$ cat config.mk
export PLATFORM = sky130hd
export DESIGN_NAME = fcct_ram
export DESIGN_NICKNAME = d
export VERILOG_FILES = /design/src/hdl/fcct_ram.sv
export SDC_FILE = /design/constraint.sdc
export NUM_CORES = 2
export LEC_CHECK = 0
export BUFFER_PORTS_ARGS = -buffer_cell sky130_fd_sc_hd__buf_2
export CAP_MARGIN = 25
export CORE_UTILIZATION = 40
export DETAILED_ROUTE_END_ITERATION = 10
export PLACE_DENSITY = 0.63
export SLEW_MARGIN = 10
export SYNTH_ARGS = -nofsm -noshare
export SYNTH_HDL_FRONTEND = slang
export SYNTH_SLANG_ARGS = --single-unit
$ cat constraint.sdc
create_clock -name aclk -period 2.5 [get_ports aclk]
set_input_delay 0.5 -clock aclk [delete_from_list [all_inputs] [get_ports aclk]]
set_output_delay 0.5 -clock aclk [all_outputs]
set_load 0.1 [all_outputs]
$ cat src/hdl/fcct_ram.sv
// fcct_ram: generic simple dual-port ram, one write and one registered read port
// read returns the old data on a same-address write; no dependencies
module fcct_ram #(
    parameter int unsigned WIDTH = 8,
    parameter int unsigned DEPTH = 256
) (
    input  logic                     aclk,
    input  logic                     we,
    input  logic [$clog2(DEPTH)-1:0] wr_addr,
    input  logic [WIDTH-1:0]         wr_data,
    input  logic                     rd_en,
    input  logic [$clog2(DEPTH)-1:0] rd_addr,
    output logic [WIDTH-1:0]         rd_data
);

    logic [WIDTH-1:0] mem [DEPTH];
    logic [WIDTH-1:0] rd_data_reg;

    // storage with registered read
    always_ff @(posedge aclk) begin
        if (we) begin
            mem[wr_addr] <= wr_data;
        end
        if (rd_en) begin
            rd_data_reg <= mem[rd_addr];
        end
    end

    assign rd_data = rd_data_reg;

endmodule

==> After elaboration in Yosys (flattened, before gate mapping) <==
Memory sizes are Yosys's and may differ from the RTL's. A register that Yosys moved wholly into a read port is not among the register bits.
Index checks and enable logic that the tools add are counted.
{ "op_classes": {"n_mux": 2} }
{ "op_table": {"columns": ["operator", "count"], "rows": [
  ["$mux W1", 2]
]} }
{ "totals": {"register_bits": 0, "mem_count": 1, "out_inout_bits": 8, "ramBits": 2048, "wordCells": 3, "input_bits": 27} }
{ "memory_table": {"columns": ["name", "words", "word_bits", "rd", "rd_clocked_by_memory_dff", "wr", "line_no", "rtl"], "rows": [
  ["mem", 256, 8, 1, 1, 1, "16", "logic [WIDTH-1:0] mem [DEPTH];"]
]} }

==> Logic depth before layout (Yosys ltp) <==
{ "depth": {"depth_word": 2, "mapped_depth": 11, "ltp_nobuf": 6} }

==> Worst setup path before layout <==
Ideal clock, no wire load.
{ "synth_path": {"path_kind": "input -> register", "from": "input port rd_addr[0]", "to": "register rd_data_reg[2], in the netlist rd_data[2], read port of mem (data pin)", "path_buffers": 4, "setup_ps": 269, "cell_stages": 9, "setup_slack_ps": -76, "arrival_time_ps": 2307, "t_required_ps": 2231, "path_cell_list": "buf_6 -> buf_12 -> buf_8 -> buf_2 -> mux4_2 -> a22oi_1 -> a21oi_1 -> nor4_1 -> nor4_2"} }
{ "synth_lines": {"columns": ["item", "line_no", "rtl"], "rows": [
  ["start, declared", "12", "input logic [$clog2(DEPTH)-1:0] rd_addr,"],
  ["end, declared", "17", "logic [WIDTH-1:0] rd_data_reg;"]
]} }

==> impl_metrics.tcl <==
set metrics [dict create \
    outcome "finished, final reports clean" \
    finClkSkew_ns 0.05810 \
    coreArea_sq_um 197600 \
    power.internal_w 0.05658 \
    grt_util_all_layers_pct 20.52 \
    synth-seq-cells 2056 \
    ios 35 \
    clock.fmax_mhz 404.2 \
    grt_pass1_wl_um 296800 \
    grt_max_degree 102 \
    drc 0 \
    start_util_pct 40.30 \
    pre_cts_slack_ns -1.157 \
    endpoint_kind "register" \
    holdWs_ns 0.06292 \
    synth_edf_count 2056 \
    grt_pass1_vias 41697 \
    ir_drop_v 0.0006177 \
    critPathKind "in -> reg" \
    hold_viol_final 0 \
    setup_slack_ns 0.02609 \
    r2r_cells 6 \
    p_leak_nw 30.83 \
    worst_slew_margin_rel_pct 36.65 \
    netlist_area_sq_um 79640 \
    finalSetupViolCount 0 \
    fin_util_pct 48.24 \
    worstPathArrival_ns 3.06 \
    fin_crit_sh_pct 98.96 \
    holdBufCountCts 0 \
    worstMarginPinSlew_ns 0.9467 \
    fillers 15923 \
    synth_nets 3760 \
    placed_area_sq_um 88490 \
    ctsRootBufferMaster "clkbuf_16" \
    htreeDepth 4 \
    yosys_warnings 0 \
    power_w 0.07232 \
    synth.distinct_cells 54 \
    nets 4493 \
    drive_gt1_share_pct 33.28 \
    synth_flop_cell "edfxtp_1" \
    dieArea_sq_um 200900 \
    largest_reg_flops 2048 \
    dr_total_vias 41082 \
    cts_tree "yes" \
    hpwl_um 133300 \
    r2r_start "mem[64][0]" \
    port_buffers 34 \
    ant_nets 0 \
    fp.dieW_um 448.2 \
    switchingPower_w 0.01575 \
    rsz0062_at_grt "false" \
    cp-start-kind "input pin" \
    cts_sinks 2056 \
    cts_buffer_depth 3 \
    ys_seq_area_share_pct 77.53 \
    antenna_found_initial 16 \
    vias_per_cell 5.640 \
    pwr-share-comb_pct 5.8 \
    drt_iter0_markers 4989 \
    clk_pin_slew_ns 0.06 \
    cp-endpoint "rd_data[1]" \
    grt.overflow.total 0 \
    rows 163 \
    drv_slew 0 \
    required_ns 3.09 \
    pwr-share-clk_pct 41.5 \
    wl_per_cell_um 28.06 \
    min-delay-path-class "in -> reg" \
    power.density_nw_per_um2 758.7 \
    clkLatencyLatePin_ns 0.86 \
    avgSynthCellArea_sq_um 21.33 \
    netlist_instances 3733 \
    async_flop_share_pct 0 \
    firstDrtPassIters 7 \
    reg2reg_slack_ns 0.04 \
    die_h_um 448.2 \
    cts-buffers-inserted 204 \
    seq_power_share_pct 52.6 \
    wl_um 204400 \
    r2r_end "rd_data[0]" \
    drv_cap 0 \
    stdcell_area_sq_um 95330 \
    routabilityCongestion 0.8589 \
    period_needed_ns 2.474 \
    critPathMaxFanout 20 \
    area.growth.synth_to_final_pct 19.70 \
    startpoint "rd_addr[0]" \
    switching_share_pct 21.77 \
]
==> cell usage in the layout (no fill, tap or decap), types with 7 or more instances in the layout <==
cell        netlist  routed
mux2i_1         134     134
clkinvlp_4        0       7
o211ai_1         10      10
nor2b_1          31      28
nor4_2            3       7
a211oi_1         16      10
clkbuf_16         0     206
o22ai_1          28      28
buf_2            31      16
edfxtp_1       2056    2056
nand2_1          33      33
bufinv_16         0      16
clkinv_1          1      54
a221oi_1         13      11
nor3_1           22      17
clkinv_16         0       8
a21oi_1          96      96
o21ai_0          10      10
nor4_1           24      15
buf_8            13       8
clkbuf_1        111      39
a22oi_1         133     133
buf_4            27     634
mux4_2          454     454
nand3_1          34      34
nor2_1          282     279
nand2b_1          8       8
a22o_1            8       8
clkinv_2          0      40
buf_12            8      99
o221ai_1         46      46
nand4_1          10      10
==> power groups by stage <==
stage / logic (W) / registers [W] / clock network [W]
floorplan: 0.00186 / 0.0389 / 0
global placement: 0.00412 / 0.0388 / 0
detailed placement: 0.00417 / 0.0388 / 0
CTS: 0.00421 / 0.0381 / 0.0305
global route: 0.00441 / 0.0381 / 0.0318
finish: 0.00420 / 0.0381 / 0.0300
==> cell families (layout without fill, tap and decap cells) <==
family / after synthesis / in the layout / synth area share (%)
simple gates: 466 / 466 / 2.625
flops: 2056 / 2056 / 77.53
buf+inv: 235 / 1141 / 1.829
compound gates: 385 / 385 / 3.416
other cells: 0 / 5 / 0
mux: 591 / 591 / 14.60
==> stage by stage <==
step | cells | TNS, ns
after global placement | 6898 | -8.647
after floorplan | 3733 | -0.004963
after global routing | 7280 | 0
final | 7284 | 0
after CTS | 7278 | -0.1202
after detailed placement | 6899 | -9.994
==> critical path, cell delays in order <==
cell and delay [ns]:
buf_8 0.19, buf_12 0.24, buf_12 0.19, buf_12 0.15, buf_12 0.14, mux2i_1 0.19, o22ai_1 0.11, o21ai_0 0.31
nand3_1 0.18, nor4_1 0.52, buf_4 0.24, nor4_1 0.05
==> metal layers <==
layer | global-route usage (%) | up-vias | part of all wire [%] | routed length [um]
li1 | - | 17205 | - | -
met1 | 28.82 | 21763 | 41 | 83740
met2 | 33.33 | 1806 | 49 | 99890
met3 | 3.272 | 306 | 7.7 | 15760
met4 | 5.569 | 2 | 2.4 | 4967
met5 | 0 | - | 0.0064 | 13
==> Yosys cell counts, types with 3 or more instances <==
cell / count / share of area, %
or2_2: 4 / 0.031
nor3_1: 22 / 0.14
o22a_1: 5 / 0.055
mux2i_1: 134 / 1.7
o32ai_1: 4 / 0.044
a21oi_1: 96 / 0.60
buf_2: 31 / 0.19
buf_4: 27 / 0.25
nor2b_1: 31 / 0.24
nand4_1: 10 / 0.079
nand3_1: 34 / 0.21
a22oi_1: 133 / 1.3
mux4_2: 454 / 13
o22ai_1: 28 / 0.22
nor4_1: 24 / 0.19
a221oi_1: 13 / 0.14
o211ai_1: 10 / 0.094
nor2_1: 282 / 1.3
nor4_2: 3 / 0.047
buf_6: 21 / 0.30
buf_1: 22 / 0.10
clkbuf_1: 111 / 0.52
buf_12: 8 / 0.20
buf_8: 13 / 0.25
a22o_1: 8 / 0.088
nand2_1: 33 / 0.16
o221ai_1: 46 / 0.51
o21ai_0: 10 / 0.063
a211oi_1: 16 / 0.15
and2_1: 6 / 0.047
nand2b_1: 8 / 0.063
edfxtp_1: 2056 / 78
==> how the worst min path moves through the flow <==
stage | start | endpoint | slack, ns | depth (start not counted)
2_1_floorplan | wr_data[0] | mem[0][0] | 0.60 | 0
3_3_place_gp | rd_en | rd_data[7] | 0.93 | 1
3_5_place_dp | rd_en | rd_data[7] | 0.93 | 1
4_1_cts | rd_en | rd_data[7] | 0.001 | 1
5_1_grt | rd_en | rd_data[7] | 0.02 | 1
6_report | rd_en | rd_data[7] | 0.06 | 1
==> what timing repair did <==
action                                  4_1_cts  5_1_grt
gates resized for setup                      23       12
pin swaps                                     2        3
setup buffers                                 0        0
endpoints found under the setup margin       14        7
==> cell type report <==
cell class	count	area, sq um	share of cell area, %
inverter	2	7.507	0.007875
tap	2640	3303	3.465
multi-input combinational	1442	16670	17.49
clock inverter	134	1313	1.377
antenna	5	12.51	0.01313
timing repair buffer	760	6980	7.323
clock buffer	245	5301	5.561
sequential	2056	61740	64.77
No activity file was read; power rests on OpenSTA's default activity.
