[src/hdl/fcct_pkg.sv]
// fcct_pkg: shared constants, register indexes and types of the fog corner code tracker
// no dependencies; imported by fcct_front, fcct_back and the top level
package fcct_pkg;

    // grid limits of the code store
    localparam int unsigned MAX_ENTRIES_WIDE = 256;
    localparam int unsigned MAX_ENTRIES_HIGH = 256;

    // field widths
    localparam int unsigned COORD_W = 8;
    localparam int unsigned CODE_W  = 8;
    localparam int unsigned DARK_W  = 2;
    localparam int unsigned CFG_W   = 8;

    // storage geometry
    localparam int unsigned CODE_DEPTH = MAX_ENTRIES_WIDE * MAX_ENTRIES_HIGH;
    localparam int unsigned ADDR_W     = $clog2(CODE_DEPTH);
    localparam int unsigned COL_AW     = $clog2(MAX_ENTRIES_WIDE);

    // configuration register indexes
    localparam int unsigned CFG_IDX_W = 1;
    localparam logic [CFG_IDX_W-1:0] REG_MAP_CELLS_WIDE = 1'b0;
    localparam logic [CFG_IDX_W-1:0] REG_MAP_CELLS_HIGH = 1'b1;

    // register reset values
    localparam logic [CFG_W-1:0] MAP_CELLS_WIDE_RST = 8'd64;
    localparam logic [CFG_W-1:0] MAP_CELLS_HIGH_RST = 8'd64;

    // empty box marks
    localparam logic [COORD_W-1:0] BOX_MIN_RST = '1;
    localparam logic [COORD_W-1:0] BOX_MAX_RST = '0;

    // stream word widths
    localparam int unsigned S_TDATA_W = 8;
    localparam int unsigned M_TDATA_W = 64;

    // item handed from the front stage to the code stage
    typedef struct packed {
        logic [COORD_W-1:0] ex;
        logic [COORD_W-1:0] ey;
        logic [DARK_W-1:0]  se;
        logic               frame_end;
        logic               col_ok;
        logic               cell_ok;
        logic               fwd;
        logic [ADDR_W-1:0]  addr;
    } item_t;

    // write-back request into the code store
    typedef struct packed {
        logic              en;
        logic [ADDR_W-1:0] addr;
        logic [CODE_W-1:0] data;
    } code_wr_t;

    // one result word
    typedef struct packed {
        logic [COORD_W-1:0] max_y;
        logic [COORD_W-1:0] max_x;
        logic [COORD_W-1:0] min_y;
        logic [COORD_W-1:0] min_x;
        logic               any_changed;
        logic               frame_end;
        logic               changed;
        logic [CODE_W-1:0]  code;
        logic [COORD_W-1:0] ey;
        logic [COORD_W-1:0] ex;
    } result_t;

endpackage

[src/hdl/fcct_ram.sv]
// fcct_ram: generic simple dual-port ram, one write and one registered read port
// read returns the old data on a same-address write; no dependencies
module fcct_ram #(
    parameter int unsigned WIDTH = 8,
    parameter int unsigned DEPTH = 256
) (
    input  logic                     aclk,
    input  logic                     we,
    input  logic [$clog2(DEPTH)-1:0] wr_addr,
    input  logic [WIDTH-1:0]         wr_data,
    input  logic                     rd_en,
    input  logic [$clog2(DEPTH)-1:0] rd_addr,
    output logic [WIDTH-1:0]         rd_data
);

    logic [WIDTH-1:0] mem [DEPTH];
    logic [WIDTH-1:0] rd_data_reg;

    // storage with registered read
    always_ff @(posedge aclk) begin
        if (we) begin
            mem[wr_addr] <= wr_data;
        end
        if (rd_en) begin
            rd_data_reg <= mem[rd_addr];
        end
    end

    assign rd_data = rd_data_reg;

endmodule

[src/hdl/fcct_front.sv]
// fcct_front: entry counters, clearing sequencer, previous-row dark store and read issue
// depends on fcct_pkg and fcct_ram
module fcct_front
    import fcct_pkg::*;
(
    input  logic               aclk,
    input  logic               aresetn,
    input  logic               s_tvalid,
    output logic               s_tready,
    input  logic [1:0]         cell_bits,     // explored, visible
    input  logic [CFG_W-1:0]   map_cells_wide,
    input  logic [CFG_W-1:0]   map_cells_high,
    input  logic               back_take,
    input  code_wr_t           back_wr,
    output logic               accept,
    output item_t              item,
    output logic [DARK_W-1:0]  up_dark,
    output logic               clr_active,
    output logic [ADDR_W-1:0]  clr_addr
);

    logic [COORD_W-1:0] ex_reg, ex_next;
    logic [COORD_W-1:0] ey_reg, ey_next;
    logic               clr_reg, clr_next;
    logic [ADDR_W-1:0]  clr_cnt_reg, clr_cnt_next;
    logic               last_col;
    logic               last_row;
    logic [31:0]        lim_x;
    logic [31:0]        lim_y;
    logic               row_we;
    logic [COL_AW-1:0]  row_waddr;
    logic [DARK_W-1:0]  row_wdata;

    assign s_tready   = !clr_reg && back_take;
    assign accept     = s_tvalid && s_tready;
    assign clr_active = clr_reg;
    assign clr_addr   = clr_cnt_reg;

    // last column and row of the grid, limited to the store
    always_comb begin
        lim_x    = (32'(map_cells_wide) + 32'd1 > MAX_ENTRIES_WIDE) ?
                   MAX_ENTRIES_WIDE - 32'd1 : 32'(map_cells_wide);
        lim_y    = (32'(map_cells_high) + 32'd1 > MAX_ENTRIES_HIGH) ?
                   MAX_ENTRIES_HIGH - 32'd1 : 32'(map_cells_high);
        last_col = 32'(ex_reg) >= lim_x;
        last_row = 32'(ey_reg) >= lim_y;
    end

    // item built from the counters and the input word
    always_comb begin
        item.ex        = ex_reg;
        item.ey        = ey_reg;
        item.se        = '0;
        if (ex_reg < map_cells_wide && ey_reg < map_cells_high) begin
            item.se = ~cell_bits;
        end
        item.frame_end = last_col && last_row;
        item.col_ok    = 32'(ex_reg) < MAX_ENTRIES_WIDE;
        item.cell_ok   = item.col_ok && (32'(ey_reg) < MAX_ENTRIES_HIGH);
        item.addr      = ADDR_W'(ADDR_W'(ey_reg) * ADDR_W'(MAX_ENTRIES_WIDE)) +
                         ADDR_W'(ex_reg);
        // entry written back in this very cycle is taken from the code stage
        item.fwd       = back_wr.en && (back_wr.addr == item.addr);
    end

    // counter advance
    always_comb begin
        ex_next = ex_reg;
        ey_next = ey_reg;
        if (accept) begin
            if (last_col) begin
                ex_next = '0;
                ey_next = item.frame_end ? '0 : ey_reg + 1'b1;
            end else begin
                ex_next = ex_reg + 1'b1;
            end
        end
    end

    // clearing pass over both stores after reset
    always_comb begin
        clr_next     = clr_reg;
        clr_cnt_next = clr_cnt_reg;
        if (clr_reg) begin
            clr_cnt_next = clr_cnt_reg + 1'b1;
            if (clr_cnt_reg == ADDR_W'(CODE_DEPTH - 1)) begin
                clr_next = 1'b0;
            end
        end
    end

    always_ff @(posedge aclk) begin
        if (!aresetn) begin
            ex_reg      <= '0;
            ey_reg      <= '0;
            clr_reg     <= 1'b1;
            clr_cnt_reg <= '0;
        end else begin
            ex_reg      <= ex_next;
            ey_reg      <= ey_next;
            clr_reg     <= clr_next;
            clr_cnt_reg <= clr_cnt_next;
        end
    end

    // previous-row dark bits, read before the same item overwrites them
    assign row_we    = clr_reg || (accept && item.col_ok);
    assign row_waddr = clr_reg ? COL_AW'(clr_cnt_reg) : COL_AW'(ex_reg);
    assign row_wdata = clr_reg ? '0 : item.se;

    fcct_ram #(
        .WIDTH (DARK_W),
        .DEPTH (MAX_ENTRIES_WIDE)
    ) u_row_ram (
        .aclk    (aclk),
        .we      (row_we),
        .wr_addr (row_waddr),
        .wr_data (row_wdata),
        .rd_en   (accept),
        .rd_addr (COL_AW'(ex_reg)),
        .rd_data (up_dark)
    );

endmodule

[config.mk]
export PLATFORM = sky130hd
export DESIGN_NAME = fcct_front
export DESIGN_NICKNAME = d
export VERILOG_FILES = /design/src/hdl/fcct_pkg.sv /design/src/hdl/fcct_ram.sv /design/src/hdl/fcct_front.sv
export SDC_FILE = /design/constraint.sdc
export NUM_CORES = 1
export LEC_CHECK = 0
export ABC_AREA = 0
export BUFFER_PORTS_ARGS = -buffer_cell sky130_fd_sc_hd__buf_4
export CAP_MARGIN = 25
export CORE_AREA = 5 5 253 255
export CTS_BUF_LIST = sky130_fd_sc_hd__clkbuf_2
export DETAILED_ROUTE_END_ITERATION = 16
export DIE_AREA = 0 0 258 260
export HOLD_SLACK_MARGIN = 0.08
export PLACE_DENSITY = 0.57
export SLEW_MARGIN = 20
export SYNTH_ARGS = -nofsm -noshare
export SYNTH_HDL_FRONTEND = slang
export SYNTH_HIERARCHICAL = 1
export SYNTH_SLANG_ARGS = --single-unit
[constraint.sdc]
create_clock -name aclk -period 14.12 [get_ports aclk]
set_input_delay 1.412 -clock aclk [delete_from_list [all_inputs] [get_ports aclk]]
set_output_delay 1.412 -clock aclk [all_outputs]
set_load 0.02 [all_outputs]
# Word level (Yosys, flattened, before mapping)
# Memory sizes are Yosys's and may differ from the RTL's. A register that Yosys moved wholly into a read port is not among the register bits.
# Index checks and enable logic that the tools add are counted.
# Widths: inputs -> output; s select.
[totals]
ff_bits = 33
ramBits = 512
in_bits = 47
out_inout_bits = 59
elab_cells = 39
memories = 1
[memory_table]
columns = ["memory", "words", "width", "read_ports", "rd_clocked_by_memory_dff", "wr", "line_no", "text"]
rows = [
  ["u_row_ram.mem", 256, 2, 1, 1, 1, "fcct_ram.sv:16", "logic [WIDTH-1:0] mem [DEPTH];"],
]
[classes]
add_sub_neg = 6
magnitude_cmp = 6
n_eq_ne = 2
n_mux = 11
bitwise_logic = 1
n_reduce_logical = 8
[ops]
columns = ["cell", "count"]
rows = [
  ["$mux 8", 5],
  ["$add 8x1->9 const B", 2],
  ["$gt 9x9->1 const B", 2],
  ["$add 16x1->16 const B", 1],
  ["$add 16x8->16", 1],
  ["$add 8x1->8 const B", 2],
  ["$eq 16x16->1", 1],
  ["$eq 16x16->1 const B", 1],
  ["$ge 8x8->1", 2],
  ["$lt 8x8->1", 2],
  ["$logic_and 1x1->1", 5],
  ["$mux 1", 4],
  ["$mux 2", 2],
  ["$not 2->2", 1],
  ["$reduce_and 2->1", 1],
  ["$logic_not 1->1", 1],
  ["$logic_or 1x1->1", 1],
]

# Logic depth before layout (Yosys ltp)
# Gate-level depths: netlist of run 1.
[logic_depth]
word_depth = 6
mapped_depth = 11
ltp_nobuf = 7

# Cells and area by module
# The synthesis of run 1 kept the hierarchy.
[modules_own_cells]
columns = ["module", "instances", "cells_each", "area_per_inst_um2", "seq_area_each_um2"]
rows = [
  ["fcct_ram", 1, 1242, 21401.8, 15434.8],
  ["fcct_front", 1, 342, 2852.7, 660.6],
]

# Worst setup path after synthesis of run 1
# OpenSTA, ideal clock, no wires.
[synth_timing]
path_kind = "input to register"
startpoint = "in map_cells_wide[5]"
endpoint = "mem u_row_ram/mem[0][0] in the netlist's numbering, data pin"
setup_ps = 2096
arrival_time_ps = 12167
required_time_ps = 12024
path_slack_ps = -143
stages = 7
path_buffers = 0
cell_sequence = "inv_1 > ha_1 > a21o_1 > a21o_1 > a2111oi_2 > nand2_1 > nor3_1"
[synth_via]
elab_chain_cells = 4
[synth_lines]
columns = ["element", "line_no", "text"]
rows = [
  ["from (decl)", "fcct_front.sv:11", "input logic [CFG_W-1:0] map_cells_wide,"],
  ["$lt 8x8->1", "fcct_front.sv:54", "if (ex_reg < map_cells_wide && ey_reg < map_cells_high) begin"],
  ["$logic_and 1x1->1", "fcct_front.sv:54", ""],
  ["$mux 2", "fcct_front.sv:54", ""],
  ["$mux 2", "fcct_front.sv:109", "assign row_wdata = clr_reg ? '0 : item.se;"],
  ["named net row_wdata[0]", "fcct_front.sv:32", "logic [DARK_W-1:0] row_wdata;"],
  ["to (decl)", "fcct_ram.sv:16", ""],
]
# The timed path passes the listed nets, and every way through them passes these cells.

==> results.cfg, run 1 <==
[sta]
grt_setup_unrepaired = no
max_clock_freq_mhz = 191
skew_ns = 0.0855
fin_crit_ns = 5.24
timing.final.crit_share_pct = 37.1
slew_violations = 0
setup_violations = 0
totalNegativeSetupSlack_ns = 0
worst_slew_pin_slew_ns = 1.17
hold_viol_final = 0
slew_headroom_pct = 22.2
postLayoutSetupSlackWorst_ns = 8.88

[synth]
ys.flop_type = edfxtp_1
ys_ff_latch = 547
yosysSeqAreaShare_pct = 66.4
ys_top_cells_by_area = edfxtp_1 (64%), mux4_2 (7.6%), nor2_1 (4.4%)
synth.cell_area_um2 = 24300
synth_top_area_share_pct = 63.6
synth_area_per_cell_um2 = 15.3
synth_edf_count = 514
yosys.area.top_type = edfxtp_1
ys_types = 79
ys_warn_count = 6
synthArstFlopShare_pct = 0
syn-instance-count = 1584

[layout]
final_area_um2 = 26600
final_common_cell = edfxtp_1
top_register = u_row_ram/mem
syn_to_final_growth_pct = 9.87
seqCellArea_um2 = 16100
stdcell_count = 2608
final_cell_mix = edfxtp_1 (514), nor2_1 (286), clkbuf_2 (198)
postLayoutCoreUtil_pct = 43.4
nFillCells = 5578
largest_reg_flops = 512
drive_above_1_share_pct = 25.2
nNetsFinal = 1810
multi_input_area_um2 = 7230

[run]
drv_cap = 0

[clock_network]
cts.sinks = 547
holdBufCountCts = 0
cts_htree_levels = 4
clk_latency_ns = 1.24
cts_buffer_depth = 3
ctsResizeCount = 0
post-cts-setup-buffer-count = 0
cts_buffers = 136
cts.clk_slew.worst_paths_ns = 0.11
cts_root_buf = clkbuf_2
cts_tree = yes

[die]
die_y_um = 260
start_util_pct = 39.5
core-area_um2 = 61400
num_rows = 91
num_io_pins = 106
die_x_um = 258
die-area_um2 = 67100

[global_route]
grt_overflow = 0
antenna_found_initial = 1
grt_max_degree = 257
grt_pass1_vias = 15000
grt_pass1_wl_um = 92400
grt_usage_pct = 18.4

[worst_setup_path]
path_cells = inv_1 > a21boi_0 > o21ai_0 > a211oi_1 > nor4b_1 > buf_4
worstReg2RegStart = ex_reg[0]
crit_type = reg2out
path_max_fanout = 42
setup.worst_path.end = item[21]
arrival_ns = 3.83
crit_buf_inv = 2
setup.worst_path.start_class = flop
reg2reg_depth = 7
critPathLaunch = ex_reg[0]
cp_slowest_stage_delay_ns = 0.90
cp_top_family = compound AO/OA/AOI/OAI gates
rr_endpoint = u_row_ram/rd_data[0]
endpoint_kind = output port
r2r_slack_ns = 9.72
critPathRequiredTime_ns = 12.71
slowest_stage = dfxtp_4
worst-path-stages = 6

[run_status]
run_status = finished, final reports clean

[route]
first_pass_iters = 5
drc_errors = 0
wl_per_cell_um = 23.6
vias = 14400
drtIter0Drc = 1213
ant_nets = 0
wl_um = 61500
viasPerCell = 5.53

[placement]
post_dp_cell_area_um2 = 25500
gp_congestion = 0.821
place_inst = 2381
hpwl_um = 36600
portBuffers = 95
place_ws_ns = 9.51

[pwr]
power_leakage_nw = 8.92
power.density_nw_per_um2 = 106
ir_drop_mv = 0.0510

[min_path]
hp-class = reg2reg
[per-layer routing]
layer | share of wire (%) | global-route usage, % | up-vias | wire length, um
li1 | - | - | 6430 | -
met1 | 44 | 25.0 | 7468 | 26800
met2 | 49 | 29.6 | 451 | 30000
met3 | 5.8 | 4.15 | 86 | 3560
met4 | 1.9 | 5.98 | 0 | 1180
met5 | 0 | 0 | - | 0
[worst min-delay path by stage]
stage                   end  cells past startpoint  slack [ns]          from
2_1_floorplan  clr_addr[15]                      2        0.58  clr_addr[15]
3_3_place_gp   clr_addr[15]                      2        0.50  clr_addr[15]
3_5_place_dp    clr_addr[8]                      2        0.52   clr_addr[8]
4_1_cts          clr_active                      2        0.34       aresetn
5_1_grt          clr_active                      2        0.39       aresetn
6_report       clr_addr[15]                      2        0.53  clr_addr[15]
[synthesized netlist by cell type (4+ instances only)]
cell	instances
dfxtp_1	33
nand4_1	19
nor2_1	286
a21oi_1	15
a2111oi_0	6
mux4_2	82
mux4_1	20
nand2b_1	7
o21ai_1	7
nor2b_1	14
nand3_1	42
nor3_1	9
xor2_1	12
or3_1	4
buf_2	12
ha_1	33
and3_1	6
mux2i_1	62
and2_1	15
mux2_2	15
edfxtp_1	514
clkbuf_1	59
a22o_1	8
o31ai_1	5
buf_6	12
inv_1	42
o21a_1	6
a22oi_1	4
nand2_1	47
a21o_1	4
a221oi_1	7
o221ai_1	16
a21boi_0	4
a211oi_1	12
and3b_1	4
buf_4	20
o21ai_0	17
o22ai_1	11
buf_12	8
xnor2_1	23
[area by class of cell]
type | instances | share of cell area, %
Tap cell | 790 | 3.71
Inverter | 45 | 0.639
Clock inverter | 27 | 0.610
Sequential cell | 547 | 60.4
Multi-Input combinational cell | 875 | 27.1
Clock buffer | 198 | 3.72
Antenna cell | 1 | 0.00939
Timing Repair Buffer | 125 | 3.73
[cells by family (layout without fill, tap and decap cells)]
| kind of cell | Yosys count | count (layout) | synth area share (%) |
|---|---|---|---|
| flops | 547 | 547 | 66.4 |
| simple gates | 474 | 474 | 8.80 |
| mux | 179 | 179 | 13.0 |
| buf+inv | 163 | 395 | 3.97 |
| compound gates | 152 | 152 | 4.85 |
| xor+xnor | 35 | 35 | 1.26 |
| fa+ha+maj | 33 | 33 | 1.70 |
| other cells | 1 | 3 | 0.0155 |
[tightest hold or removal path, stage by stage, from the launching register on]
cell and delay (ns):
dfxtp_1 0.35, o21ai_0 0.07, a21boi_0 0.07
[through the flow]
step | hold slack, ns | power [mW]
finish | 0.531 | 2.84
global route | 0.388 | 2.97
CTS | 0.341 | 2.88
detailed placement | 0.521 | 1.85
global placement | 0.504 | 1.85
floorplan | 0.576 | 1.82
[where the power goes]
| part | switching, mW | internal (mW) |
|---|---|---|
| clock | 0.614 | 0.407 |
| combinational | 0.0426 | 0.0256 |
| sequential | 0.00331 | 1.75 |
No activity file was read; power rests on OpenSTA's default activity.
==> run 2: changes to the inputs <==
Clock period 14.12 ns to 4.5 ns, I/O delays scaled along.
==> run 2 against run 1 <==
Against the previous run:
- clock-buffer cell count is 7 higher
- global-route usage is 0.13 points higher
- clock power grew to 3.2 times the previous value
- largest cell class unchanged
- largest power group unchanged
- highest routed layer unchanged
==> results.cfg, run 2 (synthesis gave the netlist of run 1 again) <==
[pwr]
ir_drop_mv = 0.158
power.density_nw_per_um2 = 332
p_clk_share_pct = 36.5
power_leakage_nw = 9.10
swShare_pct = 23.5
power_switching_mw = 2.11
p_comb_share_pct = 2.6
internal_power_mw = 6.89
pwr-share-seq_pct = 61.0

[global_route]
grt_pass1_vias = 15100
grt_usage_pct = 18.5
grt_pass1_wl_um = 92800
antenna_found_initial = 2
grt_overflow = 0
grt_max_degree = 150

[worst_setup_path]
endpoint_kind = output port
arrival_ns = 3.78
crit_type = reg2out
critPathRequiredTime_ns = 4.05
setup.worst_path.start_class = flop
path_max_fanout = 23

[die]
num_io_pins = 106
num_rows = 91
start_util_pct = 39.5
core-area_um2 = 61400
die_y_um = 260
die_x_um = 258
die-area_um2 = 67100

[sta]
max_clock_freq_mhz = 237
slew_headroom_pct = 33.3
slew_violations = 0
hold_viol_final = 0
fin_crit_ns = 4.23
grt_setup_unrepaired = no
postLayoutSetupSlackWorst_ns = 0.275
skew_ns = 0.0731
totalNegativeSetupSlack_ns = 0
timing.final.crit_share_pct = 93.9
worst_slew_pin_slew_ns = 0.999
setup_violations = 0

[clock_network]
cts.sinks = 547
cts_buffer_depth = 3
cts.clk_slew.worst_paths_ns = 0.12
cts_buffers = 139
cts_htree_levels = 4
cts_root_buf = clkbuf_2
cts_tree = yes
post-cts-setup-buffer-count = 0
clk_latency_ns = 1.26

[placement]
gp_congestion = 0.798
post_dp_cell_area_um2 = 25700
portBuffers = 95
hpwl_um = 37700
place_ws_ns = 1.20

[layout]
final_cell_mix = edfxtp_1 (514), nor2_1 (286), clkbuf_2 (205)
drive_above_1_share_pct = 26.4
postLayoutCoreUtil_pct = 44.2
final_area_um2 = 27100
largest_reg_flops = 512
nNetsFinal = 1847
syn_to_final_growth_pct = 11.9
final_common_cell = edfxtp_1
top_register = u_row_ram/mem

[route]
drtIter0Drc = 1240
ant_nets = 0
wl_per_cell_um = 23.5
vias = 14600
first_pass_iters = 5
drc_errors = 0
wl_um = 62300
viasPerCell = 5.51

[min_path]
hp-class = in2reg

[run_status]
run_status = finished, final reports clean

[run]
drv_cap = 0
## run 2: cell count changes in the layout (fill, tap and decap cells not counted), sizes merged
cell | previous run | this run
diode | 1 | 2
clkbuf | 198 | 205
clkinvlp | 1 | 3
dlygate4sd3 | 0 | 22
buf | 125 | 137
inv | 49 | 47
## run 2: metrics by stage
| stage | hold WS (ns) | std cells | power (mW) |
|---|---|---|---|
| 5_1_grt | 0.221 | 2650 | 9.43 |
| 6_report | 0.289 | 2650 | 9.00 |
| 4_1_cts | 0.134 | 2647 | 9.14 |
| 3_5_place_dp | 0.520 | 2393 | 5.82 |
| 3_3_place_gp | 0.502 | 2393 | 5.82 |
| 2_1_floorplan | 0.576 | 1585 | 5.72 |
## run 2: cell type report
class	instances	area, um2
Fill cell	5538	34200
Sequential cell	547	16100
Multi-Input combinational cell	875	7290
Timing Repair Buffer	159	1360
Clock buffer	205	1030
Tap cell	790	988
Clock inverter	27	178
Inverter	45	178
Antenna cell	2	5.00
## run 2: routing by layer
layer | wire length (um) | track usage, % | up-vias
met5 | 0 | 0 | -
met4 | 1340 | 6.13 | 0
met3 | 3980 | 4.59 | 107
met2 | 30300 | 29.7 | 471
met1 | 26700 | 24.9 | 7489
li1 | - | - | 6526
## run 2: critical path: stages, from the launching register on
cell	delay, ns
dfxtp_1	0.99
nand3b_4	0.33
dlygate4sd3_1	0.71
clkinv_2	0.28
buf_4	0.24
## run 2: path summary, 6_finish.rpt
kind | from | to | slack [ns] | cells past startpoint
min reg2reg | clr_addr[15] | clr_addr[15] | 0.54 | 2
max reg2reg | clr_active | ey_reg[0] | 0.41 | 8
min | map_cells_wide[6] | u_row_ram/mem[55][1] | 0.29 | 8
max | clr_active | accept | 0.27 | 4
## run 2: power by group through the flow
stage / sequential [mW] / clock [mW] / combinational, mW
final: 5.49 / 3.28 / 0.233
after global routing: 5.49 / 3.69 / 0.249
after CTS: 5.49 / 3.42 / 0.233
after detailed placement: 5.61 / 0 / 0.218
after global placement: 5.60 / 0 / 0.215
after floorplan: 5.61 / 0 / 0.116
## run 2: timing repair
action	4_1_cts	5_1_grt
gates resized for setup	0	1
endpoints found under the setup margin	0	1
hold endpoints to repair	547	0
hold buffers	22	0
