## config.mk

```make
export PLATFORM = sky130hd
export DESIGN_NAME = fcct_back
export DESIGN_NICKNAME = d
export VERILOG_FILES = /design/src/hdl/fcct_pkg.sv /design/src/hdl/fcct_back.sv
export SDC_FILE = /design/constraint.sdc
export NUM_CORES = 1
export LEC_CHECK = 0
export BUFFER_PORTS_ARGS = -buffer_cell sky130_fd_sc_hd__buf_2
export CORE_MARGIN = 1
export CORE_UTILIZATION = 50
export DETAILED_ROUTE_END_ITERATION = 10
export PLACE_DENSITY = 0.74
export REMOVE_ABC_BUFFERS = 1
export SYNTH_ARGS = -nofsm -noshare
export SYNTH_HDL_FRONTEND = slang
export SYNTH_SLANG_ARGS = --single-unit
```

## constraint.sdc

```tcl
create_clock -name aclk -period 4.47 [get_ports aclk]
set_input_delay 1.341 -clock aclk [delete_from_list [all_inputs] [get_ports aclk]]
set_output_delay 1.341 -clock aclk [all_outputs]
set_load 0.01 [all_outputs]
```

## src/hdl/fcct_pkg.sv

```systemverilog
// fcct_pkg: shared constants, register indexes and types of the fog corner code tracker
// no dependencies; imported by fcct_front, fcct_back and the top level
package fcct_pkg;

    // grid limits of the code store
    localparam int unsigned MAX_ENTRIES_WIDE = 256;
    localparam int unsigned MAX_ENTRIES_HIGH = 256;

    // field widths
    localparam int unsigned COORD_W = 8;
    localparam int unsigned CODE_W  = 8;
    localparam int unsigned DARK_W  = 2;
    localparam int unsigned CFG_W   = 8;

    // storage geometry
    localparam int unsigned CODE_DEPTH = MAX_ENTRIES_WIDE * MAX_ENTRIES_HIGH;
    localparam int unsigned ADDR_W     = $clog2(CODE_DEPTH);
    localparam int unsigned COL_AW     = $clog2(MAX_ENTRIES_WIDE);

    // configuration register indexes
    localparam int unsigned CFG_IDX_W = 1;
    localparam logic [CFG_IDX_W-1:0] REG_MAP_CELLS_WIDE = 1'b0;
    localparam logic [CFG_IDX_W-1:0] REG_MAP_CELLS_HIGH = 1'b1;

    // register reset values
    localparam logic [CFG_W-1:0] MAP_CELLS_WIDE_RST = 8'd64;
    localparam logic [CFG_W-1:0] MAP_CELLS_HIGH_RST = 8'd64;

    // empty box marks
    localparam logic [COORD_W-1:0] BOX_MIN_RST = '1;
    localparam logic [COORD_W-1:0] BOX_MAX_RST = '0;

    // stream word widths
    localparam int unsigned S_TDATA_W = 8;
    localparam int unsigned M_TDATA_W = 64;

    // item handed from the front stage to the code stage
    typedef struct packed {
        logic [COORD_W-1:0] ex;
        logic [COORD_W-1:0] ey;
        logic [DARK_W-1:0]  se;
        logic               frame_end;
        logic               col_ok;
        logic               cell_ok;
        logic               fwd;
        logic [ADDR_W-1:0]  addr;
    } item_t;

    // write-back request into the code store
    typedef struct packed {
        logic              en;
        logic [ADDR_W-1:0] addr;
        logic [CODE_W-1:0] data;
    } code_wr_t;

    // one result word
    typedef struct packed {
        logic [COORD_W-1:0] max_y;
        logic [COORD_W-1:0] max_x;
        logic [COORD_W-1:0] min_y;
        logic [COORD_W-1:0] min_x;
        logic               any_changed;
        logic               frame_end;
        logic               changed;
        logic [CODE_W-1:0]  code;
        logic [COORD_W-1:0] ey;
        logic [COORD_W-1:0] ex;
    } result_t;

endpackage

```

## src/hdl/fcct_back.sv

```systemverilog
// fcct_back: code stage; builds the corner code, compares, writes back, tracks the box
// and holds the output register; depends on fcct_pkg
module fcct_back
    import fcct_pkg::*;
(
    input  logic               aclk,
    input  logic               aresetn,
    input  logic               accept,
    input  item_t              item,
    input  logic [DARK_W-1:0]  up_dark,
    input  logic [CODE_W-1:0]  stored_rd,
    output logic               back_take,
    output code_wr_t           back_wr,
    output logic               m_tvalid,
    input  logic               m_tready,
    output result_t            result
);

    logic               s1_valid_reg, s1_valid_next;
    item_t              s1_reg;
    logic               s1_adv;
    logic [DARK_W-1:0]  diag_reg, left_reg;
    logic [CODE_W-1:0]  last_code_reg;
    logic [COORD_W-1:0] min_x_reg, min_y_reg, max_x_reg, max_y_reg;
    logic [COORD_W-1:0] min_x_next, min_y_next, max_x_next, max_y_next;
    logic               box_valid_reg, box_valid_next;
    logic               m_valid_reg, m_valid_next;
    result_t            res_reg, res_next;
    logic [DARK_W-1:0]  ne, nw, sw;
    logic [CODE_W-1:0]  code;
    logic [CODE_W-1:0]  stored;
    logic               changed;
    logic [COORD_W-1:0] bmin_x, bmin_y, bmax_x, bmax_y;
    logic               bvalid;

    assign s1_adv    = s1_valid_reg && (!m_valid_reg || m_tready);
    assign back_take = !s1_valid_reg || s1_adv;
    assign m_tvalid  = m_valid_reg;
    assign result    = res_reg;

    // corner code and compare
    always_comb begin
        ne = (s1_reg.ey != '0 && s1_reg.col_ok) ? up_dark : '0;
        nw = (s1_reg.ex != '0) ? diag_reg : '0;
        sw = (s1_reg.ex != '0) ? left_reg : '0;
        code = {s1_reg.se[1], sw[1], ne[1], nw[1], s1_reg.se[0], sw[0], ne[0], nw[0]};
        stored = '0;
        if (s1_reg.cell_ok) begin
            stored = s1_reg.fwd ? last_code_reg : stored_rd;
        end
        changed = code != stored;
    end

    // write-back
    always_comb begin
        back_wr.en   = s1_adv && s1_reg.cell_ok;
        back_wr.addr = s1_reg.addr;
        back_wr.data = code;
    end

    // box of changed entries including this one
    always_comb begin
        bmin_x = min_x_reg;
        bmin_y = min_y_reg;
        bmax_x = max_x_reg;
        bmax_y = max_y_reg;
        bvalid = box_valid_reg;
        if (changed) begin
            if (!box_valid_reg) begin
                bmin_x = s1_reg.ex;
                bmax_x = s1_reg.ex;
                bmin_y = s1_reg.ey;
                bmax_y = s1_reg.ey;
                bvalid = 1'b1;
            end else begin
                if (s1_reg.ex < min_x_reg) bmin_x = s1_reg.ex;
                if (s1_reg.ex > max_x_reg) bmax_x = s1_reg.ex;
                if (s1_reg.ey < min_y_reg) bmin_y = s1_reg.ey;
                if (s1_reg.ey > max_y_reg) bmax_y = s1_reg.ey;
            end
        end
    end

    // next box state, emptied at frame end
    always_comb begin
        min_x_next     = min_x_reg;
        min_y_next     = min_y_reg;
        max_x_next     = max_x_reg;
        max_y_next     = max_y_reg;
        box_valid_next = box_valid_reg;
        if (s1_adv) begin
            if (s1_reg.frame_end) begin
                min_x_next     = BOX_MIN_RST;
                min_y_next     = BOX_MIN_RST;
                max_x_next     = BOX_MAX_RST;
                max_y_next     = BOX_MAX_RST;
                box_valid_next = 1'b0;
            end else begin
                min_x_next     = bmin_x;
                min_y_next     = bmin_y;
                max_x_next     = bmax_x;
                max_y_next     = bmax_y;
                box_valid_next = bvalid;
            end
        end
    end

    // result word
    always_comb begin
        res_next             = res_reg;
        if (s1_adv) begin
            res_next.ex          = s1_reg.ex;
            res_next.ey          = s1_reg.ey;
            res_next.code        = code;
            res_next.changed     = changed;
            res_next.frame_end   = s1_reg.frame_end;
            res_next.any_changed = s1_reg.frame_end && bvalid;
            res_next.min_x       = '0;
            res_next.min_y       = '0;
            res_next.max_x       = '0;
            res_next.max_y       = '0;
            if (s1_reg.frame_end && bvalid) begin
                res_next.min_x = bmin_x;
                res_next.min_y = bmin_y;
                res_next.max_x = bmax_x;
                res_next.max_y = bmax_y;
            end
        end
    end

    // stage and output valid
    always_comb begin
        s1_valid_next = s1_valid_reg;
        if (accept) begin
            s1_valid_next = 1'b1;
        end else if (s1_adv) begin
            s1_valid_next = 1'b0;
        end
        m_valid_next = m_valid_reg;
        if (s1_adv) begin
            m_valid_next = 1'b1;
        end else if (m_tready) begin
            m_valid_next = 1'b0;
        end
    end

    always_ff @(posedge aclk) begin
        if (!aresetn) begin
            s1_valid_reg  <= 1'b0;
            m_valid_reg   <= 1'b0;
            diag_reg      <= '0;
            left_reg      <= '0;
            min_x_reg     <= BOX_MIN_RST;
            min_y_reg     <= BOX_MIN_RST;
            max_x_reg     <= BOX_MAX_RST;
            max_y_reg     <= BOX_MAX_RST;
            box_valid_reg <= 1'b0;
        end else begin
            s1_valid_reg  <= s1_valid_next;
            m_valid_reg   <= m_valid_next;
            if (s1_adv) begin
                diag_reg <= ne;
                left_reg <= s1_reg.se;
            end
            min_x_reg     <= min_x_next;
            min_y_reg     <= min_y_next;
            max_x_reg     <= max_x_next;
            max_y_reg     <= max_y_next;
            box_valid_reg <= box_valid_next;
        end
    end

    // payload registers
    always_ff @(posedge aclk) begin
        if (accept) begin
            s1_reg <= item;
        end
        if (s1_adv) begin
            last_code_reg <= code;
        end
        res_reg <= res_next;
    end

endmodule

```

# After elaboration in Yosys (flattened, before gate mapping)

Index checks and enable logic that the tools add are counted.

Magnitude comparators: 4
Equal/unequal tests: 1
Mux-type cells: 27
Reductions and logical operators: 12

Operators by type and width:

| cell                | count |
|---|---|
| $mux W8             | 18 |
| $gt A8 B8 Y1        | 2 |
| $lt A8 B8 Y1        | 2 |
| $reduce_bool A8 Y1  | 2 |
| $ne A8 B8 Y1        | 1 |
| $mux W1             | 6 |
| $mux W2             | 3 |
| $logic_and A1 B1 Y1 | 4 |
| $reduce_bool A2 Y1  | 2 |
| $logic_not A1 Y1    | 2 |
| $logic_or A1 B1 Y1  | 2 |

Flip-flop bits (word level): 136
Output and inout port bits: 86
Word-level logic and storage cells: 71

# Logic depth before layout (Yosys ltp)

Gate-level depths: netlist of run 1.

Depth after elaboration: 6
Mapped depth: 11

# Worst setup path before layout of run 1

OpenSTA, ideal clock, no wires.

Path type: input to output
From: in m_tready
To: out back_wr[24] in the netlist's numbering
Arrival time: 2.056 ns
Required time: 3.129 ns
Setup slack: 1.073 ns
Stages: 4
Buffers on the path: 1
Path through: nor2b_1 > nand2b_1 > clkbuf_1 > nor2_1

RTL lines:

| item               | RTL line        | source |
|---|---|---|
| start: declaration | fcct_back.sv:15 | `input logic m_tready,` |
| end: declaration   | fcct_back.sv:13 | `output code_wr_t back_wr,` |

# Final worst setup path of run 1

From: in up_dark[0]
To: reg min_y_reg[0]

Word-level cells in the longest chain between the ends: 4

Ends and longest elaborated chain:

| item                   | RTL line         | source |
|---|---|---|
| start: declaration     | fcct_back.sv:10  | `input logic [DARK_W-1:0] up_dark,` |
| $mux W2                | fcct_back.sv:43  | `ne = (s1_reg.ey != '0 && s1_reg.col_ok) ? up_dark : '0;` |
| $ne A8 B8 Y1           | fcct_back.sv:51  | `changed = code != stored;` |
| $mux W8                | fcct_back.sv:68  | `if (changed) begin` |
| $mux W8                | fcct_back.sv:92  | `if (s1_reg.frame_end) begin` |
| end signal: assignment | fcct_back.sv:166 | `min_y_reg <= min_y_next;` |
| end: declaration       | fcct_back.sv:24  | `logic [COORD_W-1:0] min_x_reg, min_y_reg, max_x_reg, max_y_reg;` |

No other way between the ends.
A chain may end at the register's enable or synchronous reset.

==> flow_summary.ini, run 1 <==
[timing]
rsz0062_at_grt = no
min_period_over_period = 0.786
hold_ws_ns = 0.504
slew_violations = 0
setup_tns_ns = 0
slew-limit-headroom = 0.0328
fin_ws_ns = 0.956
setup-violations-final = 0
worstMarginPinSlew_ns = 1.44
finalCriticalPeriod_ns = 3.51
hold_violations = 0
finClkSkew_ns = 0.00814
fmax_ghz = 0.285

[critical_path]
critical_path_arrival_ns = 3.73
cpPeakStageDelay_ns = 1.19
worst_setup_path_end_kind = flop
crit_required_ns = 4.68
cp_max_fo = 8
crit_slowest_cell = nor4_1
cp_cell_sequence = buf_2, nand2_1, a21oi_1, xor2_1, nand4_1, a211oi_4, nor4_1, a22oi_1
setup.worst_path.start_class = input pin
critPathKind = input pin to flop

[job]
cap_violations = 0

[detailed_routing]
first_pass_iters = 5
post-route-drc-count = 0
wl_per_cell_um = 16.9
vias = 4778
final_antenna_net_count = 0
drt_wl_total_um = 14400
routed_via_density = 5.64
dr.first_iter.drc_count = 336

[clock_network]
clk_latency_ns = 0.42
post_cts_resized = 0
h-tree-depth = 4
root_buffer = clkbuf_16
clock_path_buffers = 2
clk_pin_slew_ns = 0.06
hold_buffers = 0
cts.sinks = 136
cts-buffers-inserted = 17
postCtsSetupBuffers = 0
cts_tree = done

[grt]
antenna_found_initial = 0
grt_pass1_wl_um = 23100
grt_pass1_vias = 4714
grt_overflow = 0
grt_max_degree = 40
grt.total_usage = 0.232

[placed_design]
port_buffers = 137
dp.cells = 815
post-place-ws_ns = 0.571
placed_cell_area_mm2 = 0.00699
hpwl_um = 10000
gp_congestion = 0.857

[synthesis]
synth_seq_cells = 136
yosysWarnings = 0
async_reset_ff_frac = 0
ys_types = 52
synthesis.area_mm2 = 0.00627
syn_avg_cell_area_um2 = 11.6
synth_cells = 540
seq_area_frac_synth = 0.589
synth_edf_count = 97
ys.flop_type = edfxtp_1

[cells_and_area]
insertedDiodeCount = 0
fillCellCount = 1006
layout.nets = 748
syn_to_final_growth_pct = 20.2
drive_above_1_share = 0.278
largest_register_ffs = 59
layout.cells.non_filler = 847
stdcell_area_mm2 = 0.00754

[floorplan]
start_util = 0.518
ios = 138
placeableCoreArea_mm2 = 0.0121
die_w_um = 114
num_rows = 40
die_h_um = 114
die_area_mm2 = 0.0130

[pwr]
peakVddDrop_v = 0.000347
powerDensity_mw_per_mm2 = 417
p_leak_nw = 3.07

[outcome]
outcome = complete, no violations

[hold_path]
hold_path.class = flop to flop
## cell usage after synthesis (5+ instances only)
library cell / n / share of area
mux2_2: 5 / 0.0090
nand4_1: 5 / 0.0050
a21o_1: 7 / 0.0084
o21ai_1: 14 / 0.011
a21boi_0: 5 / 0.0060
clkbuf_1: 14 / 0.0084
a21oi_1: 17 / 0.014
nor2_1: 16 / 0.0096
a22o_1: 16 / 0.022
nor2b_1: 7 / 0.0070
a22oi_1: 16 / 0.019
nand3_1: 19 / 0.015
o22ai_1: 16 / 0.016
buf_4: 18 / 0.022
o21ai_0: 26 / 0.021
ha_1: 30 / 0.060
dfxtp_1: 39 / 0.12
nand2_1: 21 / 0.013
nor3_1: 36 / 0.029
nor4_1: 6 / 0.0060
o31a_1: 6 / 0.0084
edfxtp_1: 97 / 0.46
nand2b_1: 5 / 0.0050
inv_1: 53 / 0.032
## metrics by stage
step                utilization  power (mW)
floorplan                     -        1.72
global placement          0.577        1.85
detailed placement        0.577        1.86
CTS                       0.623        3.17
global route              0.623        3.27
finish                    0.623        3.15
## cells by family (layout without fill, tap and decap cells)
| kind of cell | count (synthesis) | after routing | share of synthesized area |
|---|---|---|---|
| flops | 136 | 136 | 0.589 |
| fa+ha+maj | 30 | 30 | 0.0598 |
| buf+inv | 90 | 229 | 0.0676 |
| mux | 10 | 10 | 0.0177 |
| simple gates | 124 | 124 | 0.0997 |
| compound gates | 146 | 146 | 0.161 |
| xor+xnor | 4 | 4 | 0.00558 |
## critical path: cells and delay by family
family                 cells  cell delay [ns]
AO/OA/AOI/OAI              3             0.72
XOR/XNOR                   1             0.14
AND/OR/NAND/NOR            3             1.46
buffers and inverters      1             0.07
## final timing paths
path              cells past startpoint           end          from  slack [ns]
setup / recovery                      8  min_y_reg[0]    up_dark[0]        0.96
hold / removal                        2  min_y_reg[0]  min_y_reg[0]        0.50
setup reg to reg                      7  min_y_reg[0]    s1_reg[23]        1.05
hold reg to reg                       2  min_y_reg[0]  min_y_reg[0]        0.50
## metal layers
| metal | part of all wire | wire (um) | GRT usage | vias to the layer above |
|---|---|---|---|---|
| met5 | 0 | 0 | 0 | - |
| li1 | - | - | - | 2261 |
| met3 | 0.062 | 889 | 0.0685 | 28 |
| met1 | 0.43 | 6140 | 0.280 | 2302 |
| met2 | 0.49 | 6970 | 0.387 | 187 |
| met4 | 0.025 | 361 | 0.101 | 0 |
## where the power goes
group / internal [mW] / switching, mW
logic: 0.139 / 0.208
registers: 1.44 / 0.0561
clock network: 0.769 / 0.535
total: 2.35 / 0.799
## layout make-up
class / instances / area, um^2 / area share
clock buffer: 19 / 433 / 0.0574
clock inverter: 13 / 121 / 0.0161
inverter: 55 / 206 / 0.0274
multi-input combinational: 314 / 2160 / 0.286
sequential: 136 / 3690 / 0.490
tap: 168 / 210 / 0.0279
timing repair buffer: 142 / 723 / 0.0959
## cells in the final DEF (no fill, tap or decap), types with 3 or more instances in the layout
cell and n:
mux2i_1 4, dfxtp_1 39, o211ai_1 3, buf_2 137
buf_4 5, nor2_1 16, nor2b_1 7, mux2_2 5
o31a_1 6, clkbuf_16 17, nand4_1 5, o21ai_0 26
and2_1 4, nand3_1 19, a211oi_1 4, a22oi_1 16
nand2_1 21, o21ai_1 14, inv_2 3, a21boi_0 5
a22o_1 16, nor4_1 6, inv_1 52, clkinv_2 3
ha_1 30, nor3_1 36, nand2b_1 5, a21o_1 7
a21oi_1 17, o22ai_1 16, edfxtp_1 97, clkinv_4 4
inv_6 3
Power figures use the tool's default switching activity.
==> run 2, diff against run 1 <==
--- a/config.mk
+++ b/config.mk
@@ -7,9 +7,9 @@
 export LEC_CHECK = 0
 export BUFFER_PORTS_ARGS = -buffer_cell sky130_fd_sc_hd__buf_2
 export CORE_MARGIN = 1
-export CORE_UTILIZATION = 50
+export CORE_UTILIZATION = 49
 export DETAILED_ROUTE_END_ITERATION = 10
-export PLACE_DENSITY = 0.74
+export PLACE_DENSITY = 0.76
 export REMOVE_ABC_BUFFERS = 1
 export SYNTH_ARGS = -nofsm -noshare
 export SYNTH_HDL_FRONTEND = slang
==> constraint.sdc (replaced) <==
create_clock -name aclk -period 3.2 [get_ports aclk]
set_input_delay 0.96 -clock aclk [delete_from_list [all_inputs] [get_ports aclk]]
set_output_delay 0.96 -clock aclk [all_outputs]
set_load 0.01 [all_outputs]
==> run 2 against run 1 <==
  * Routed wire length shrank 1.9%
  * Combinational power grew 56%
  * Hold slack lost 0.0027 ns
  * Critical path type is now flop to flop
  * Worst setup slack lost 0.73 ns
  * Highest routed layer unchanged
  * Critical endpoint is now result[37]
  * Largest cell class unchanged
  * Flip-flop and latch count is the same
==> flow_summary.ini, run 2 (synthesized netlist as in run 1, its figures left out) <==
[outcome]
outcome = complete, no violations

[cells_and_area]
insertedDiodeCount = 0
layout.nets = 775
syn_to_final_growth_pct = 24.2
layout.cells.non_filler = 874
drive_above_1_share = 0.310
final_common_cell = buf_2
largest_register_ffs = 59
layout_common_cells = buf_2, edfxtp_1, inv_1

[clock_network]
cts.sinks = 136
root_buffer = clkbuf_16
postCtsSetupBuffers = 0
cts_tree = done
clk_pin_slew_ns = 0.06
clock_path_buffers = 2
h-tree-depth = 4
cts-buffers-inserted = 17
clk_latency_ns = 0.43

[timing]
finalCriticalPeriod_ns = 2.97
finClkSkew_ns = 0.00970
hold_violations = 0
rsz0062_at_grt = no
setup-violations-final = 0
slew-limit-headroom = 0.347
fmax_ghz = 0.337
hold_ws_ns = 0.502
worstMarginPinSlew_ns = 0.979
min_period_over_period = 0.928
slew_violations = 0

[critical_path]
cp_max_fo = 8
critical_path_arrival_ns = 3.26
critPathBufInv = 3
cpLargestDelayFamily = simple AND/OR/NAND/NOR gates
cp_cell_sequence = nor4_1, buf_4, a21oi_1, buf_4, xor2_1, nand4_1, a211oi_4, buf_4, nor3_1, a22o_1
setup.worst_path.start_class = flop
crit_required_ns = 3.49
crit_slowest_cell = nor3_1
critPathKind = flop to flop
worst_setup_path_end_kind = flop
cpPeakStageDelay_ns = 0.74
path_common_cell = buf_4

[grt]
met3_usage = 0.0654
met2_usage = 0.392
grt.busiest_layer = met2
grt_use_met1 = 0.269
grt_pass1_wl_um = 22900
grt_overflow = 0
grt.total_usage = 0.227
grt_max_degree = 40
antenna_found_initial = 0
grt_pass1_vias = 4814

[detailed_routing]
dr.first_iter.drc_count = 322
wl_per_cell_um = 16.1
first_pass_iters = 5
vias = 4769
drt_wl_total_um = 14100
routed_via_density = 5.46
post-route-drc-count = 0
final_antenna_net_count = 0

[hold_path]
hold_path.class = flop to flop

[floorplan]
die_h_um = 115
ios = 138
num_rows = 40
die_w_um = 115
start_util = 0.512
die_area_mm2 = 0.0133
placeableCoreArea_mm2 = 0.0123

[pwr]
p_leak_nw = 3.21
peakVddDrop_v = 0.000416
powerDensity_mw_per_mm2 = 577

[placed_design]
port_buffers = 137
hpwl_um = 9990
dp.cells = 842
gp_congestion = 0.862

[job]
cap_violations = 0
## run 2: final cells by class
type	instances	area, um^2
clock buffers	17	425
clock inverters	15	151
fillers	951	4470
inverters	55	206
multi-input cells	314	2170
flip-flops and latches	136	3690
well taps	168	210
repair buffers	169	938
## run 2: timing repair
item,4_1_cts,5_1_grt
resized for setup,1,1
endpoints found under the setup margin,6,8
hold endpoints to repair,0,0
hold buffers,0,0
## run 2: metrics by stage
step	setup TNS, ns	instance area [um^2]	util	power [mW]	setup slack [ns]
global route	0	7790	0.636	4.67	0.0178
floorplan	0	6060	-	2.40	0.187
finish	0	7790	0.636	4.50	0.231
global placement	-3.86	7210	0.588	2.62	-0.142
detailed placement	-9.32	7210	0.588	2.64	-0.352
CTS	0	7790	0.635	4.52	0.0759
## run 2: metal layers
metal  routed length [um]  vias up  share of wire
met5                    0        -              0
met2                 7240      143           0.51
li1                     -     2315              -
met1                 5920     2290           0.42
met4                  206        0          0.015
met3                  719       21          0.051
## run 2: worst register-to-register path: cells and delay by family, from the launching register on
family	cells	cell delay, ns
compound gates	3	0.44
xor+xnor	1	0.16
buf+inv	3	0.51
flops	1	0.44
simple gates	3	1.28
## run 2: final timing paths
check | from | end | slack [ns] | cells after the start
hold reg to reg | min_x_reg[0] | min_x_reg[0] | 0.50 | 2
hold / removal | min_x_reg[0] | min_x_reg[0] | 0.50 | 2
setup / recovery | s1_reg[22] | result[37] | 0.23 | 10
setup reg to reg | s1_reg[22] | result[37] | 0.23 | 10
## run 2: power breakdown
part | leakage, nW | internal [mW] | switching [mW]
Clock | 0.270 | 1.14 | 0.750
Combinational | 1.69 | 0.226 | 0.315
Sequential | 1.25 | 2.01 | 0.0564
==> run 3, diff against run 2 <==
--- a/config.mk
+++ b/config.mk
@@ -5,11 +5,11 @@
 export SDC_FILE = /design/constraint.sdc
 export NUM_CORES = 1
 export LEC_CHECK = 0
-export BUFFER_PORTS_ARGS = -buffer_cell sky130_fd_sc_hd__buf_2
+export BUFFER_PORTS_ARGS = -buffer_cell sky130_fd_sc_hd__clkbuf_2
 export CORE_MARGIN = 1
-export CORE_UTILIZATION = 49
+export CORE_UTILIZATION = 50
 export DETAILED_ROUTE_END_ITERATION = 10
-export PLACE_DENSITY = 0.76
+export PLACE_DENSITY = 0.74
 export REMOVE_ABC_BUFFERS = 1
 export SYNTH_ARGS = -nofsm -noshare
 export SYNTH_HDL_FRONTEND = slang
==> constraint.sdc (replaced) <==
create_clock -name aclk -period 3.44 [get_ports aclk]
set_input_delay 1.032 -clock aclk [delete_from_list [all_inputs] [get_ports aclk]]
set_output_delay 1.032 -clock aclk [all_outputs]
set_load 0.005 [all_outputs]
==> run 3 against run 2 <==
  * First-iteration DRC count up 6.5%
  * Routed wire length rose by 0.77%
  * Clock skew rose by 0.00069 ns
  * Flip-flop and latch count unchanged
  * Critical endpoint is now min_x_reg[1]
  * Critical path depth is 2 lower
==> flow_summary.ini, run 3 (synthesized netlist as in run 1, its figures left out) <==
[floorplan]
placeableCoreArea_mm2 = 0.0121
start_util = 0.518
die_w_um = 114
die_h_um = 114
die_area_mm2 = 0.0130
ios = 138
num_rows = 40

[detailed_routing]
final_antenna_net_count = 0
dr_wl_met2_um = 7190
vias = 4719
drt-met1-wl_um = 6120
wl_per_cell_um = 16.5
first_pass_iters = 4
dr.first_iter.drc_count = 343
routed_via_density = 5.50
post-route-drc-count = 0
route.met3.wl_um = 737
highest_layer = met4
drt_wl_total_um = 14200

[cells_and_area]
drive_above_1_share = 0.293
layout.nets = 759
fin_util = 0.636
syn_to_final_growth_pct = 22.8
largest_register_ffs = 59
final_common_cell = clkbuf_2
layout_common_cells = clkbuf_2, edfxtp_1, inv_1
insertedDiodeCount = 0

[critical_path]
setup.worst_path.start_class = flop
cpPeakStageDelay_ns = 1.05
path_common_cell = nor4_1
cp_cell_sequence = nor4_1, a21oi_1, buf_4, xor2_1, nand4_1, a211oi_4, nor4_1, a22oi_1
cp_max_fo = 8
crit_required_ns = 3.66
critPathKind = flop to flop
critical_path_arrival_ns = 3.43
worst_setup_path_end_kind = flop
rrSetupSlack_ns = 0.24
crit_slowest_cell = nor4_1

[timing]
finalCriticalPeriod_ns = 3.20
hold_violations = 0
min_period_over_period = 0.930
rsz0062_at_grt = no
finClkSkew_ns = 0.0104
slew-limit-headroom = 0.157
setup_tns_ns = 0
worstMarginPinSlew_ns = 1.25
setup-violations-final = 0
hold_ws_ns = 0.492
fmax_ghz = 0.312
slew_violations = 0

[clock_network]
clk_latency_ns = 0.42
cts_tree = done
clock_path_buffers = 2
cts.sinks = 136
h-tree-depth = 4
clk_pin_slew_ns = 0.06
root_buffer = clkbuf_16
cts-buffers-inserted = 17

[grt]
grt_max_degree = 40
grt.total_usage = 0.224
grt_pass1_wl_um = 22100
grt_pass1_vias = 4538
antenna_found_initial = 0
grt_overflow = 0

[job]
cap_violations = 0

[pwr]
p_leak_nw = 3.18
peakVddDrop_v = 0.000364
powerDensity_mw_per_mm2 = 559

[hold_path]
hold_path.class = flop to flop

[outcome]
outcome = complete, no violations

[placed_design]
gp_congestion = 0.849
hpwl_um = 9880
port_buffers = 137
-- run 3: cell count changes in the layout (fill, tap and decap cells not counted), sizes merged --
| cell | before | now |
|---|---|---|
| bufinv | 2 | 4 |
| buf | 169 | 16 |
| clkinvlp | 5 | 2 |
| clkbuf | 17 | 155 |
-- run 3: stage by stage --
step                power (mW)  setup slack (ns)  instance area [um^2]  instances
floorplan                 2.21             0.355                  6060        505
finish                    4.31             0.240                  7710        858
detailed placement        2.41           -0.0716                  7070        826
CTS                       4.33             0.193                  7700        858
global route              4.47            0.0493                  7710        858
global placement          2.40             0.116                  7070        826
-- run 3: power breakdown --
part           switching [mW]  internal (mW)
Combinational           0.251          0.189
Sequential             0.0709           1.87
Clock                   0.707           1.22
Total                    1.03           3.28
-- run 3: metal layers --
metal | vias up | track usage
met3 | 11 | 0.0680
met4 | 0 | 0.0745
met5 | - | 0
met1 | 2257 | 0.276
li1 | 2279 | -
met2 | 172 | 0.376
-- run 3: critical path, delay by kind of cell (launching register included) --
family | cells | cell delay [ns]
compound gates | 3 | 0.43
xor+xnor | 1 | 0.15
buf+inv | 1 | 0.17
flops | 1 | 0.51
simple gates | 3 | 1.73
-- run 3: final cells by class --
| class | count | area, um^2 |
|---|---|---|
| multi-input cells | 314 | 2160 |
| fillers | 987 | 4410 |
| well taps | 168 | 210 |
| clock inverters | 14 | 198 |
| flip-flops and latches | 136 | 3690 |
| repair buffers | 153 | 806 |
| inverters | 55 | 206 |
| clock buffers | 18 | 429 |
-- run 3: what timing repair did --
| item | 4_1_cts | 5_1_grt |
|---|---|---|
| buffers inserted | 0 | 0 |
| hold buffers | 0 | 0 |
| endpoints found under the setup margin | 0 | 1 |
| gates resized for setup | 0 | 1 |
-- run 3: path summary, 6_finish.rpt --
kind                     start            to  depth (start not counted)
setup / recovery    s1_reg[23]  min_x_reg[1]                          8
hold / removal    min_x_reg[0]  min_x_reg[0]                          2
setup reg to reg    s1_reg[23]  min_x_reg[1]                          8
hold reg to reg   min_x_reg[0]  min_x_reg[0]                          2
